--- config.mk ---
export PLATFORM = sky130hd
export DESIGN_NAME = rsg_avg_div
export DESIGN_NICKNAME = d
export VERILOG_FILES = /design/src/design/rsg_pkg.sv /design/src/design/rsg_avg_div.sv
export SDC_FILE = /design/constraint.sdc
export NUM_CORES = 1
export LEC_CHECK = 0
export ABC_AREA = 0
export BUFFER_PORTS_ARGS = -buffer_cell sky130_fd_sc_hd__buf_4
export CORE_MARGIN = 3
export CORE_UTILIZATION = 58
export DETAILED_ROUTE_END_ITERATION = 8
export GPL_ROUTABILITY_DRIVEN = 0
export GPL_TIMING_DRIVEN = 0
export PLACE_DENSITY = 0.84
export SLEW_MARGIN = 20
export SYNTH_ARGS = -nofsm -noshare
export SYNTH_HDL_FRONTEND = slang
export SYNTH_SLANG_ARGS = --single-unit
--- constraint.sdc ---
create_clock -name aclk -period 5.9 [get_ports aclk]
set_clock_uncertainty 0.05 [all_clocks]
set_input_delay 0.885 -clock aclk [delete_from_list [all_inputs] [get_ports aclk]]
set_output_delay 0.885 -clock aclk [all_outputs]
set_load 0.005 [all_outputs]
--- src/design/rsg_pkg.sv ---
// Shared constants and types for the radial smear grid unit.
// No dependencies; imported by every module of the block.
`timescale 1ns / 1ps
`default_nettype none

package rsg_pkg;

    // Default parameter values
    localparam int GRID_SIDE_DEF    = 64;
    localparam int STEPS_DEF        = 10;
    localparam int SAMPLE_WIDTH_DEF = 16;

    // Fixed field widths of the ports
    localparam int POS_W       = 6;
    localparam int PORT_SMPL_W = 16;

    // Fixed point: scale table Q2.22, coordinates in units of 2^-23
    localparam int SCALE_FRAC = 22;
    localparam int COORD_FRAC = 23;
    localparam int SCALE_W    = 24;

    // Item function codes
    localparam logic FUNC_WRITE = 1'b0;
    localparam logic FUNC_READ  = 1'b1;

    // Control that travels with one tap down the gather pipeline
    typedef struct packed {
        logic valid;
        logic in_grid;
        logic last;
    } tap_ctrl_t;

endpackage

`default_nettype wire

--- src/design/rsg_avg_div.sv ---
// Divide by the tap count, two lanes, by reciprocal multiplication.
// Depends on rsg_pkg.
`timescale 1ns / 1ps
`default_nettype none

module rsg_avg_div
    import rsg_pkg::*;
#(
    parameter int STEPS        = STEPS_DEF,
    parameter int SAMPLE_WIDTH = SAMPLE_WIDTH_DEF,
    localparam int TAPS        = 2 * STEPS + 1,
    localparam int ACC_W       = SAMPLE_WIDTH + $clog2(TAPS) + 1
) (
    input  wire logic                           aclk,
    input  wire logic                           aresetn,
    input  wire logic                           start,
    input  wire logic signed [ACC_W-1:0]        num_re,
    input  wire logic signed [ACC_W-1:0]        num_im,
    input  wire logic                           ack,
    output logic                                res_valid,
    output logic signed [SAMPLE_WIDTH-1:0]      quot_re,
    output logic signed [SAMPLE_WIDTH-1:0]      quot_im
);

    // floor(m * RCP / 2^SHIFT) == floor(m / TAPS) for every m below 2^ACC_W
    localparam int     SHIFT  = ACC_W + $clog2(TAPS);
    localparam int     PROD_W = 2 * ACC_W + 1;
    localparam longint RCP_L  = ((longint'(1) << SHIFT) + longint'(TAPS) - 1)
                                / longint'(TAPS);
    localparam logic [ACC_W:0] RCP = (ACC_W + 1)'(RCP_L);

    logic                    mul_reg, mul_next;
    logic                    done_reg, done_next;
    logic [ACC_W-1:0]        mag_reg  [2];
    logic [ACC_W-1:0]        mag_next [2];
    logic                    neg_reg  [2];
    logic [ACC_W-1:0]        q_reg    [2];
    logic [ACC_W-1:0]        q_next   [2];
    logic signed [ACC_W-1:0] num      [2];
    logic [PROD_W-1:0]       prod     [2];
    logic [ACC_W-1:0]        res      [2];

    assign num[0] = num_re;
    assign num[1] = num_im;

    always_comb begin
        mul_next  = start;
        done_next = done_reg;
        if (ack) begin
            done_next = 1'b0;
        end
        if (mul_reg) begin
            done_next = 1'b1;
        end
        // sign and magnitude in, truncation toward zero on the way out
        for (int l = 0; l < 2; l++) begin
            mag_next[l] = num[l][ACC_W-1] ? ACC_W'(-num[l]) : ACC_W'(num[l]);
            prod[l]     = PROD_W'(mag_reg[l]) * PROD_W'(RCP);
            q_next[l]   = ACC_W'(prod[l][PROD_W-1:SHIFT]);
            res[l]      = neg_reg[l] ? ACC_W'(-q_reg[l]) : q_reg[l];
        end
    end

    always_ff @(posedge aclk) begin
        if (!aresetn) begin
            mul_reg  <= 1'b0;
            done_reg <= 1'b0;
        end else begin
            mul_reg  <= mul_next;
            done_reg <= done_next;
        end
        for (int l = 0; l < 2; l++) begin
            if (start) begin
                mag_reg[l] <= mag_next[l];
                neg_reg[l] <= num[l][ACC_W-1];
            end
            if (mul_reg) begin
                q_reg[l] <= q_next[l];
            end
        end
    end

    assign res_valid = done_reg;
    assign quot_re   = SAMPLE_WIDTH'(res[0]);
    assign quot_im   = SAMPLE_WIDTH'(res[1]);

endmodule

`default_nettype wire

==> out/metrics.cfg <==
[run_status]
run_status = complete, but fails checks
failed_checks = setup timing

[min_path]
worst_hold_startpoint = res_valid
min_path_cells = 2
min_delay_worst_endpoint = res_valid
timing.hold.worst.class = reg -> reg

[placed_design]
dpl.hpwl_mm = 28.0
post-place-ws_ns = -0.606
dp_cells = 1843
io_buffer_count = 80

[worst_setup_path]
reg2reg_depth = 20
timing.setup.critical_path_class = reg -> reg
r2r_start = mag_reg[0][10]
worstPathMaxFanout = 5
r2r_slack_ns = -0.04
cp-end-kind = flip-flop
worst_r2r_endpoint = q_reg[0][14]
worst_ep_arrival_time_ns = 5.98
startpoint_type = flip-flop
critical_path_required_ns = 5.94

[finish]
fin_nets = 2153
layout-drive-gt1-share = 0.162
stdcell_count = 1910
num_antenna_cells = 0
largest_register_ffs = 44
area_delta_synth_final_pct = 15.9

[logic_synthesis]
synthArstFlopShare = 0
synth_top_area_frac = 0.291
synth_cell_type_count = 61
syn_area_um2 = 14800
synth_fp_nets = 2011
syn_area_per_cell_um2 = 10.3
sequential_share_of_the_synthesized_area = 0.161
ys_top_cells_by_area = sky130_fd_sc_hd__ha_1 (29%), sky130_fd_sc_hd__fa_1 (24%), sky130_fd_sc_hd__edfxtp_1 (16%)
synth_enable_flop_cells = 78
most_frequently_used_flop_master_after_synthesis = sky130_fd_sc_hd__edfxtp_1
synth_most_common_cell = sky130_fd_sc_hd__inv_1
gate_count_after_technology_mapping = 1439
synth_commonest_cells = sky130_fd_sc_hd__inv_1 (373), sky130_fd_sc_hd__ha_1 (344), sky130_fd_sc_hd__fa_1 (180)
ys.warnings.count = 0
synth_seq_cells = 80
synth_largest_area_cell = sky130_fd_sc_hd__ha_1

[cts]
tritoncts = yes
cts_num_sinks = 80
worst_skew_pair.late_latency_ns = 0.35
postCtsHoldBufs = 0
clkTransAtPathRegs_ns = 0.06
tritoncts.num_buffers = 9
clk_path_buf_depth = 2
htree_levels = 3
clock_tree_root_buffer_cell = sky130_fd_sc_hd__clkbuf_16

[job]
maxCapViolations = 0

[die]
die-area_um2 = 27500
die_height_um = 166
boundaryPins = 81
count_of_standard_cell_rows = 57
die_x_um = 166
floorplan.initialDensity = 0.600
coreArea_um2 = 24700

[detailed_routing]
wire_per_inst_um = 19.2
remaining_drc_errors = 0
detailroute.via_count = 11000
detail-route-antenna-nets = 0
detail_route.first_pass.iterations = 5
first_drt_iteration_drcs = 807
drt-vias-per-instance = 5.75
drt_wl_total_mm = 36.6

[timing]
timing.final.ws_setup_ns = -0.0412
final.min_clock_period_ns = 5.94
worst_slew_pin_slew_ns = 0.737
final-setup-viol-count = 4
rsz0062_at_grt = true
holdWs_ns = 0.553
finalMaxSlewViolations = 0
post_route_clock_period_utilization = 1.01
fmax_mhz = 168
hold_viol_final = 0
worst_slew_margin_rel = 0.504

[global_route]
grt_pass1_vias = 11500
global_route.overflow_total = 0
global_route.usage.total = 0.245
grt_max_degree = 48
grt_pass1_wl_mm = 55.1
antenna_found_initial = 0

[cell families after synthesis]
kind of cell | synth area share
AO/OA/AOI/OAI | 0.0826
AND/OR/NAND/NOR | 0.0623
adder cells (fa/ha/maj) | 0.534
buffers and inverters | 0.0974
multiplexers | 0.000677
XOR/XNOR | 0.0616
flip-flops | 0.161
[critical path, cell delays in order, from the launching register on]
cell and delay [ns]:
sky130_fd_sc_hd__edfxtp_1 0.44, sky130_fd_sc_hd__buf_6 0.14, sky130_fd_sc_hd__ha_2 0.19, sky130_fd_sc_hd__inv_1 0.08
sky130_fd_sc_hd__fa_2 0.59, sky130_fd_sc_hd__inv_1 0.08, sky130_fd_sc_hd__fa_1 0.51, sky130_fd_sc_hd__inv_1 0.10
sky130_fd_sc_hd__fa_1 0.55, sky130_fd_sc_hd__inv_1 0.05, sky130_fd_sc_hd__fa_1 0.48, sky130_fd_sc_hd__fa_1 0.60
sky130_fd_sc_hd__ha_4 0.23, sky130_fd_sc_hd__a21o_1 0.18, sky130_fd_sc_hd__a21o_1 0.19, sky130_fd_sc_hd__a2111oi_4 0.40
sky130_fd_sc_hd__a21oi_4 0.13, sky130_fd_sc_hd__buf_12 0.14, sky130_fd_sc_hd__a221oi_4 0.29, sky130_fd_sc_hd__o21bai_1 0.11
sky130_fd_sc_hd__xor2_1 0.15
[placed cells by master (no fill, tap or decap), types with 4 or more instances in the layout]
| cell | count |
|---|---|
| sky130_fd_sc_hd__buf_6 | 4 |
| sky130_fd_sc_hd__o31ai_1 | 13 |
| sky130_fd_sc_hd__fa_2 | 14 |
| sky130_fd_sc_hd__nand2b_1 | 11 |
| sky130_fd_sc_hd__clkbuf_1 | 5 |
| sky130_fd_sc_hd__inv_2 | 9 |
| sky130_fd_sc_hd__and3_1 | 10 |
| sky130_fd_sc_hd__nor4_1 | 5 |
| sky130_fd_sc_hd__nor2_1 | 14 |
| sky130_fd_sc_hd__o211ai_1 | 4 |
| sky130_fd_sc_hd__nand4_1 | 7 |
| sky130_fd_sc_hd__or2_2 | 4 |
| sky130_fd_sc_hd__xnor2_1 | 86 |
| sky130_fd_sc_hd__or3_1 | 16 |
| sky130_fd_sc_hd__ha_1 | 311 |
| sky130_fd_sc_hd__o21a_1 | 4 |
| sky130_fd_sc_hd__a21oi_2 | 8 |
| sky130_fd_sc_hd__fa_1 | 166 |
| sky130_fd_sc_hd__a211oi_1 | 6 |
| sky130_fd_sc_hd__nand2_1 | 41 |
| sky130_fd_sc_hd__ha_4 | 24 |
| sky130_fd_sc_hd__nor3_1 | 6 |
| sky130_fd_sc_hd__a21o_1 | 25 |
| sky130_fd_sc_hd__ha_2 | 9 |
| sky130_fd_sc_hd__xor2_1 | 18 |
| sky130_fd_sc_hd__or4_1 | 8 |
| sky130_fd_sc_hd__clkbuf_16 | 9 |
| sky130_fd_sc_hd__o21ai_2 | 4 |
| sky130_fd_sc_hd__a31oi_1 | 4 |
| sky130_fd_sc_hd__o21bai_1 | 5 |
| sky130_fd_sc_hd__nand3_1 | 10 |
| sky130_fd_sc_hd__inv_1 | 365 |
| sky130_fd_sc_hd__edfxtp_1 | 78 |
| sky130_fd_sc_hd__o21ai_0 | 38 |
| sky130_fd_sc_hd__buf_4 | 128 |
| sky130_fd_sc_hd__a21oi_1 | 28 |
| sky130_fd_sc_hd__o41ai_1 | 9 |
[per-layer routing]
layer | global-route usage | vias to the layer above | wire length (µm)
met5 | 0 | - | 0
met4 | 0.0709 | 0 | 1240
met3 | 0.0603 | 104 | 2840
met2 | 0.402 | 460 | 17800
met1 | 0.325 | 5357 | 14800
li1 | - | 5063 | -
[through the flow]
step,TNS [ns],utilization,instance area [µm²]
2_1_floorplan,0,-,14800
3_3_place_gp,-5.62,0.640,15800
3_5_place_dp,-8.09,0.640,15800
4_1_cts,-0.0846,0.665,16400
5_1_grt,-1.97,0.695,17200
6_report,-0.0758,0.695,17200
[how the worst max path moves through the flow]
stage,startpoint,to,cells past startpoint
after floorplan,mag_reg[0][11],q_reg[0][14],19
after global placement,mag_reg[0][38],q_reg[0][33],20
after detailed placement,mag_reg[0][38],q_reg[0][33],20
after CTS,mag_reg[0][38],q_reg[0][24],21
after global routing,mag_reg[0][20],q_reg[0][14],18
final,mag_reg[0][10],q_reg[0][14],20
[cell type report]
cell class / count / area [µm²]
multi-input cells: 977 / 11600
fillers: 1717 / 7520
flip-flops and latches: 80 / 2380
inverters: 374 / 1400
repair buffers: 131 / 1010
well taps: 324 / 405
clock buffers: 9 / 225
clock inverters: 7 / 72.6
plain buffers: 8 / 37.5
[what timing repair did]
item,in CTS,in global routing
hold endpoints to repair,0,0
pin swaps,19,68
cloned,0,0
endpoints found under the setup margin,24,26
setup buffers,16,35
resized for setup,32,93
Power is not shown: default switching activity piles up to over one toggle a cycle in this logic, so the estimate is an artifact.
