==> config.mk <==
export PLATFORM = sky130hd
export DESIGN_NAME = rsg_tap_gen
export DESIGN_NICKNAME = d
export VERILOG_FILES = /design/src/design/rsg_pkg.sv /design/src/design/rsg_tap_gen.sv
export SDC_FILE = /design/constraint.sdc
export NUM_CORES = 1
export LEC_CHECK = 0
export BUFFER_PORTS_ARGS = -buffer_cell sky130_fd_sc_hd__buf_2
export CORE_ASPECT_RATIO = 0.8
export CORE_UTILIZATION = 40
export DETAILED_ROUTE_END_ITERATION = 8
export PLACE_DENSITY = 0.66
export SLEW_MARGIN = 20
export SYNTH_ARGS = -nofsm -noshare
export SYNTH_HDL_FRONTEND = slang
export SYNTH_SLANG_ARGS = --single-unit
==> constraint.sdc <==
create_clock -name aclk -period 8.5 [get_ports aclk]
set_clock_uncertainty 0.15 [all_clocks]
set_input_delay 2.55 -clock aclk [delete_from_list [all_inputs] [get_ports aclk]]
set_output_delay 2.55 -clock aclk [all_outputs]
set_load 0.01 [all_outputs]
==> src/design/rsg_pkg.sv <==
// Shared constants and types for the radial smear grid unit.
// No dependencies; imported by every module of the block.
`timescale 1ns / 1ps
`default_nettype none

package rsg_pkg;

    // Default parameter values
    localparam int GRID_SIDE_DEF    = 64;
    localparam int STEPS_DEF        = 10;
    localparam int SAMPLE_WIDTH_DEF = 16;

    // Fixed field widths of the ports
    localparam int POS_W       = 6;
    localparam int PORT_SMPL_W = 16;

    // Fixed point: scale table Q2.22, coordinates in units of 2^-23
    localparam int SCALE_FRAC = 22;
    localparam int COORD_FRAC = 23;
    localparam int SCALE_W    = 24;

    // Item function codes
    localparam logic FUNC_WRITE = 1'b0;
    localparam logic FUNC_READ  = 1'b1;

    // Control that travels with one tap down the gather pipeline
    typedef struct packed {
        logic valid;
        logic in_grid;
        logic last;
    } tap_ctrl_t;

endpackage

`default_nettype wire

==> src/design/rsg_tap_gen.sv <==
// Tap coordinate generator: scale table, one tap per cycle, two stages.
// Depends on rsg_pkg.
`timescale 1ns / 1ps
`default_nettype none

module rsg_tap_gen
    import rsg_pkg::*;
#(
    parameter int GRID_SIDE = GRID_SIDE_DEF,
    parameter int STEPS     = STEPS_DEF,
    localparam int COORD_W  = $clog2(GRID_SIDE)
) (
    input  wire logic               aclk,
    input  wire logic               aresetn,
    input  wire logic               start,
    input  wire logic [POS_W-1:0]   pos_x,
    input  wire logic [POS_W-1:0]   pos_y,
    output logic      [COORD_W-1:0] tap_x,
    output logic      [COORD_W-1:0] tap_y,
    output tap_ctrl_t               tap_ctrl
);

    localparam int  TAPS  = 2 * STEPS + 1;
    localparam int  TAP_W = $clog2(TAPS);
    localparam int  HO_W  = (COORD_W + 2 > POS_W + 2) ? COORD_W + 2 : POS_W + 2;
    localparam int  PR_W  = HO_W + SCALE_W;
    localparam int  T_W   = PR_W + 1;
    localparam longint DEN     = 200 * TAPS;
    localparam longint ONE_Q   = longint'(1) << SCALE_FRAC;
    localparam longint C_FIX_L = longint'(GRID_SIDE / 2) << COORD_FRAC;
    localparam longint NEG_L   = -(longint'(1) << COORD_FRAC);
    localparam logic signed [T_W-1:0] C_FIX   = T_W'(C_FIX_L);
    localparam logic signed [T_W-1:0] NEG_LIM = T_W'(NEG_L);

    // Scale table, built at elaboration
    logic signed [SCALE_W-1:0] scale_tab [TAPS];

    for (genvar g = 0; g < TAPS; g++) begin : g_scale
        localparam int     K   = g - STEPS;
        localparam longint MAG = longint'((K < 0) ? -K : K) * ONE_Q;
        localparam longint Q   = (MAG + DEN / 2) / DEN;
        assign scale_tab[g] = SCALE_W'((K < 0) ? ONE_Q - Q : ONE_Q + Q);
    end

    logic                   run_reg, run_next;
    logic [TAP_W-1:0]       cnt_reg, cnt_next;
    logic signed [HO_W-1:0] ho_x_reg, ho_x_next;
    logic signed [HO_W-1:0] ho_y_reg, ho_y_next;

    logic signed [PR_W-1:0] prod_x_reg, prod_y_reg;
    tap_ctrl_t              ctrl1_reg, ctrl1_next;

    logic [COORD_W-1:0] tap_x_reg, tap_y_reg;
    tap_ctrl_t          ctrl2_reg, ctrl2_next;

    logic signed [T_W-1:0]  t_x, t_y, ix_full, iy_full;
    logic [COORD_W-1:0]     ix, iy;
    logic                   ok_x, ok_y;

    // Half-unit offset 2*(p-c)+1
    function automatic logic signed [HO_W-1:0] half_off(input logic [POS_W-1:0] p);
        logic signed [HO_W-1:0] two_p;
        two_p = signed'(HO_W'({p, 1'b1}));
        return two_p - HO_W'(GRID_SIDE);
    endfunction

    // Sequencer
    always_comb begin
        run_next  = run_reg;
        cnt_next  = cnt_reg;
        ho_x_next = ho_x_reg;
        ho_y_next = ho_y_reg;
        if (start) begin
            run_next  = 1'b1;
            cnt_next  = '0;
            ho_x_next = half_off(pos_x);
            ho_y_next = half_off(pos_y);
        end else if (run_reg) begin
            if (cnt_reg == TAP_W'(TAPS - 1)) begin
                run_next = 1'b0;
            end
            cnt_next = cnt_reg + 1'b1;
        end
        ctrl1_next.valid   = run_reg;
        ctrl1_next.in_grid = 1'b0;
        ctrl1_next.last    = (cnt_reg == TAP_W'(TAPS - 1));
    end

    // Stage 2: offset to integer coordinate, truncated toward zero
    always_comb begin
        t_x     = C_FIX + T_W'(prod_x_reg);
        t_y     = C_FIX + T_W'(prod_y_reg);
        ix_full = t_x >>> COORD_FRAC;
        iy_full = t_y >>> COORD_FRAC;
        ok_x    = t_x[T_W-1] ? (t_x > NEG_LIM) : (ix_full < GRID_SIDE);
        ok_y    = t_y[T_W-1] ? (t_y > NEG_LIM) : (iy_full < GRID_SIDE);
        ix      = t_x[T_W-1] ? '0 : COORD_W'(ix_full);
        iy      = t_y[T_W-1] ? '0 : COORD_W'(iy_full);
        ctrl2_next.valid   = ctrl1_reg.valid;
        ctrl2_next.in_grid = ok_x & ok_y;
        ctrl2_next.last    = ctrl1_reg.last;
    end

    always_ff @(posedge aclk) begin
        if (!aresetn) begin
            run_reg   <= 1'b0;
            cnt_reg   <= '0;
            ctrl1_reg <= '0;
            ctrl2_reg <= '0;
        end else begin
            run_reg   <= run_next;
            cnt_reg   <= cnt_next;
            ctrl1_reg <= ctrl1_next;
            ctrl2_reg <= ctrl2_next;
        end
        ho_x_reg   <= ho_x_next;
        ho_y_reg   <= ho_y_next;
        prod_x_reg <= ho_x_reg * scale_tab[cnt_reg];
        prod_y_reg <= ho_y_reg * scale_tab[cnt_reg];
        tap_x_reg  <= ix;
        tap_y_reg  <= iy;
    end

    assign tap_x    = tap_x_reg;
    assign tap_y    = tap_y_reg;
    assign tap_ctrl = ctrl2_reg;

endmodule

`default_nettype wire

==> results.rst <==
.. list-table::
   :header-rows: 1

   * - Metric
     - Value
   * - Outcome
     - complete, no violations
   * - Initial Utilization
     - between 40% and 50%
   * - GP Congestion
     - 0.8900
   * - Pin count of the biggest net entering global routing
     - 26
   * - Area of the mapped netlist
     - 13900 sq um
   * - Worst ir drop on vdd
     - 0.2650 mV
   * - Type of origin of the critical path
     - flop
   * - TritonCTS clock tree
     - done
   * - R2R depth
     - 23
   * - Async set-or-reset flop fraction in the synthesized netlist
     - 0%
   * - Most area-hungry cell type in the Yosys netlist
     - fa_1
   * - Max-slew violations
     - 0
   * - Final hold vios
     - 0
   * - CTS Root Cell
     - clkbuf_16
   * - Met1 wire length
     - 14.51 mm
   * - Number of synthesis warnings
     - 0
   * - Combinational share of power
     - 79.2%
   * - Antenna cell count
     - 0
   * - Die H
     - 168.7 um
   * - Min-delay worst type
     - reg -> reg
   * - Number of enable-type register cells in the synthesized netlist
     - 12
   * - Switching part of the total
     - approximately 50%
   * - Final std cell area, no fill
     - 14790 sq um
   * - Worst Path Max Fanout
     - 12
   * - CTS buffer count
     - 9
   * - Relative slew slack
     - a little over a third
   * - Post-layout net count
     - 1921
   * - Number of nets with antenna violations after detailed routing
     - 0
   * - Internal
     - 2.909 mW
   * - Category of the most critical setup path
     - reg -> reg
   * - Initial antenna violation count
     - 1
   * - Largest register FFs
     - 32
   * - FF-to-FF setup slack
     - approximately 1.3 ns
   * - Cts-stage hold buffer count
     - 0
   * - Sum of negative setup slack
     - 0 ns
   * - Startpoint of the worst hold path
     - ctrl1_reg[2]
   * - Placement-stage cell area
     - 14510 sq um
   * - Number of vias in the routed layout
     - between 10k and 15k
   * - Sequential group share of total power
     - 13.8%
   * - Main area contributors after synthesis
     - fa_1, ha_1, dfxtp_1
   * - Number of global-route vias before repair
     - between 10k and 15k
   * - Critical Path Sink Type
     - flop
   * - Number of violations reported at the end of detailed-routing iteration 0
     - between 600 and 700
   * - Sum of net half-perimeters after detailed placement
     - 24.24 mm
   * - Achievable clock frequency
     - 0.1384 GHz
   * - Floorplan die width
     - 210.4 um
   * - Power Density
     - 400.2 nW/um^2
   * - Setup repair after global routing missed its margin
     - no
   * - Final wirelength
     - 29.47 mm
   * - Cell count after synthesis
     - roughly 1.5k
   * - Critical path data required time
     - 8.62 ns
   * - Leakage power of the design
     - 7.336 nW
   * - Sequential share of the synthesized area
     - 14.98%
   * - Number of sinks driven by the clock tree
     - 98
   * - End of the worst register-to-register path
     - prod_y_reg[30]
   * - Remaining global-route overflow
     - 0
   * - Post-route total power
     - 5.920 mW
   * - Metal3 WL
     - 1.964 mm
   * - Core area
     - 33930 sq um
   * - Clock Power Share
     - under 10%
   * - Register bit count reported by yosys
     - 98
   * - Final worst path period need
     - between 7 and 8 ns
   * - Area occupied by registers
     - 2082 sq um
   * - Fill cell count
     - 3343
   * - Proportion of netlist area held by the largest area contributor
     - between 30% and 40%
   * - Die Footprint
     - 35500 sq um
   * - Count of endpoints failing setup in the final report
     - 0
   * - Number of instances resized during post-cts repair
     - 0
   * - Critical path arrival
     - 7.34 ns
   * - Detail-routed via count per cell
     - approximately 5.1
   * - Maximum root-to-sink buffer count
     - 2
   * - Cell count of the worst hold path
     - 1
   * - Final Cycle Share
     - 84.99%
   * - Clock insertion delay at the later pin of the skew report
     - between 0.3 and 0.4 ns
   * - Number of nets produced by synthesis
     - 1920
   * - Origin of the critical flop-to-flop path
     - cnt_reg[1]
   * - Area growth from synthesis to final layout
     - 6.446%
   * - Number of ports placed on the die boundary
     - 30
   * - Buffers inserted by post-CTS timing repair
     - 0
   * - Top Layer Used
     - met4
   * - Commonest register cell after synthesis
     - dfxtp_1
   * - Multi-input gate area
     - 10460 sq um
   * - DR pass1 iterations
     - 6
   * - Wire length on met2
     - 12.45 mm
   * - Post-synthesis cell type count
     - 70
   * - GRT Resource Usage Total
     - 18.03%
   * - # DRC
     - 0
   * - Net load switching power
     - 3.011 mW
   * - H-Tree Level Count
     - 3
   * - First-pass GRT wire length
     - 50.85 mm
   * - Number of max-cap violations
     - 0
   * - Hold-critical path endpoint
     - tap_ctrl[2]
   * - Clock Pin Slew Worst Setup and Hold Paths
     - 0.08 ns
   * - Worst slew pin tran
     - approximately 0.94 ns
   * - Mean Syn Cell Area
     - 9.096 sq um
   * - Count of buffers from port buffering
     - 29
   * - Core Rows
     - 60
   * - Routed length per instance
     - 14.74 um
   * - Layout cell share with drive strength beyond 1
     - between 4 and 5%
==> logic make-up after synthesis <==
family                   share of synthesized area (%)
adder cells (fa/ha/maj)                          46.25
flip-flops                                       14.98
buffers and inverters                            9.732
multiplexers                                    0.5042
XOR/XNOR                                         3.214
AND/OR/NAND/NOR                                  15.28
AO/OA/AOI/OAI                                    10.04
==> layout make-up <==
type	count	share of cell area [%]
multi-input cells	1073	70.73
inverters	307	7.789
well taps	465	3.933
flip-flops and latches	98	14.07
clock inverters	7	0.4144
repair buffers	40	1.539
clock buffers	9	1.522
==> layer usage <==
layer | global-route usage [%] | vias up
li1 | - | 4831
met1 | 26.90 | 5010
met2 | 26.29 | 259
met3 | 3.840 | 31
met4 | 4.694 | 0
met5 | 0 | -
==> synthesized netlist by cell type (7+ instances only) <==
| cell | number |
|---|---|
| mux2i_1 | 7 |
| a21o_1 | 27 |
| nand4_1 | 13 |
| edfxtp_1 | 12 |
| xnor2_1 | 35 |
| nand3_1 | 17 |
| xor2_1 | 16 |
| a211oi_1 | 12 |
| nor3_1 | 10 |
| nor2_1 | 99 |
| ha_1 | 149 |
| a21oi_1 | 66 |
| inv_1 | 307 |
| nand2_1 | 117 |
| and2_1 | 115 |
| nor4_1 | 11 |
| nor2b_1 | 15 |
| fa_1 | 228 |
| clkbuf_1 | 44 |
| dfxtp_1 | 86 |
| o21ai_0 | 34 |
==> power by group through the flow <==
stage               clock [mW]  combinational (mW)  sequential (mW)
CTS                      0.429                4.69            0.818
floorplan                    0                3.72            0.796
detailed placement           0                4.65            0.825
global placement             0                4.59            0.824
global route             0.448                5.35            0.837
finish                   0.413                4.69            0.820
==> stage by stage <==
stage	utilization [%]	setup WS (ns)	hold WS, ns	cells
2_1_floorplan	-	2.424	0.2618	1528
3_3_place_gp	42.75	1.483	0.2750	1983
3_5_place_dp	42.75	1.364	0.2677	1983
4_1_cts	43.60	1.329	0.2847	1999
5_1_grt	43.60	0.8582	0.3143	1999
6_report	43.60	1.276	0.2824	1999
==> critical path, stage by stage (launching register included) <==
cell and delay, ns:
dfxtp_1 0.60, inv_1 0.26, ha_1 0.51, a21oi_1 0.11
nor2_1 0.12, a211oi_1 0.06, a21oi_1 0.71, buf_4 0.30
nand2_1 0.09, fa_1 0.56, inv_1 0.05, fa_1 0.46
fa_1 0.55, inv_1 0.06, fa_1 0.54, inv_1 0.04
ha_1 0.36, a21oi_1 0.16, nor2b_1 0.08, o311ai_1 0.39
nand2_1 0.17, a31oi_1 0.47, o41ai_1 0.16, xor2_1 0.16
==> layout by cell type, fill, tap and decap left out, drive strengths merged, types with 15 or more instances in the layout <==
master    n
inv     310
fa      228
ha      149
nand2   117
and2    115
nor2     99
dfxtp    86
a21oi    67
buf      40
o21ai    39
xnor2    35
a21o     27
nand3    17
xor2     16
nor2b    15
==> worst max-delay path by stage <==
stage / depth (start not counted) / slack, ns / end / start
global placement: 23 / 1.48 / prod_y_reg[30] / cnt_reg[1]
floorplan: 23 / 2.42 / prod_y_reg[25] / cnt_reg[1]
finish: 23 / 1.28 / prod_y_reg[30] / cnt_reg[1]
CTS: 23 / 1.33 / prod_y_reg[30] / cnt_reg[1]
detailed placement: 23 / 1.36 / prod_y_reg[30] / cnt_reg[1]
global route: 21 / 0.86 / prod_x_reg[30] / cnt_reg[2]
Power figures use the tool's default switching activity.
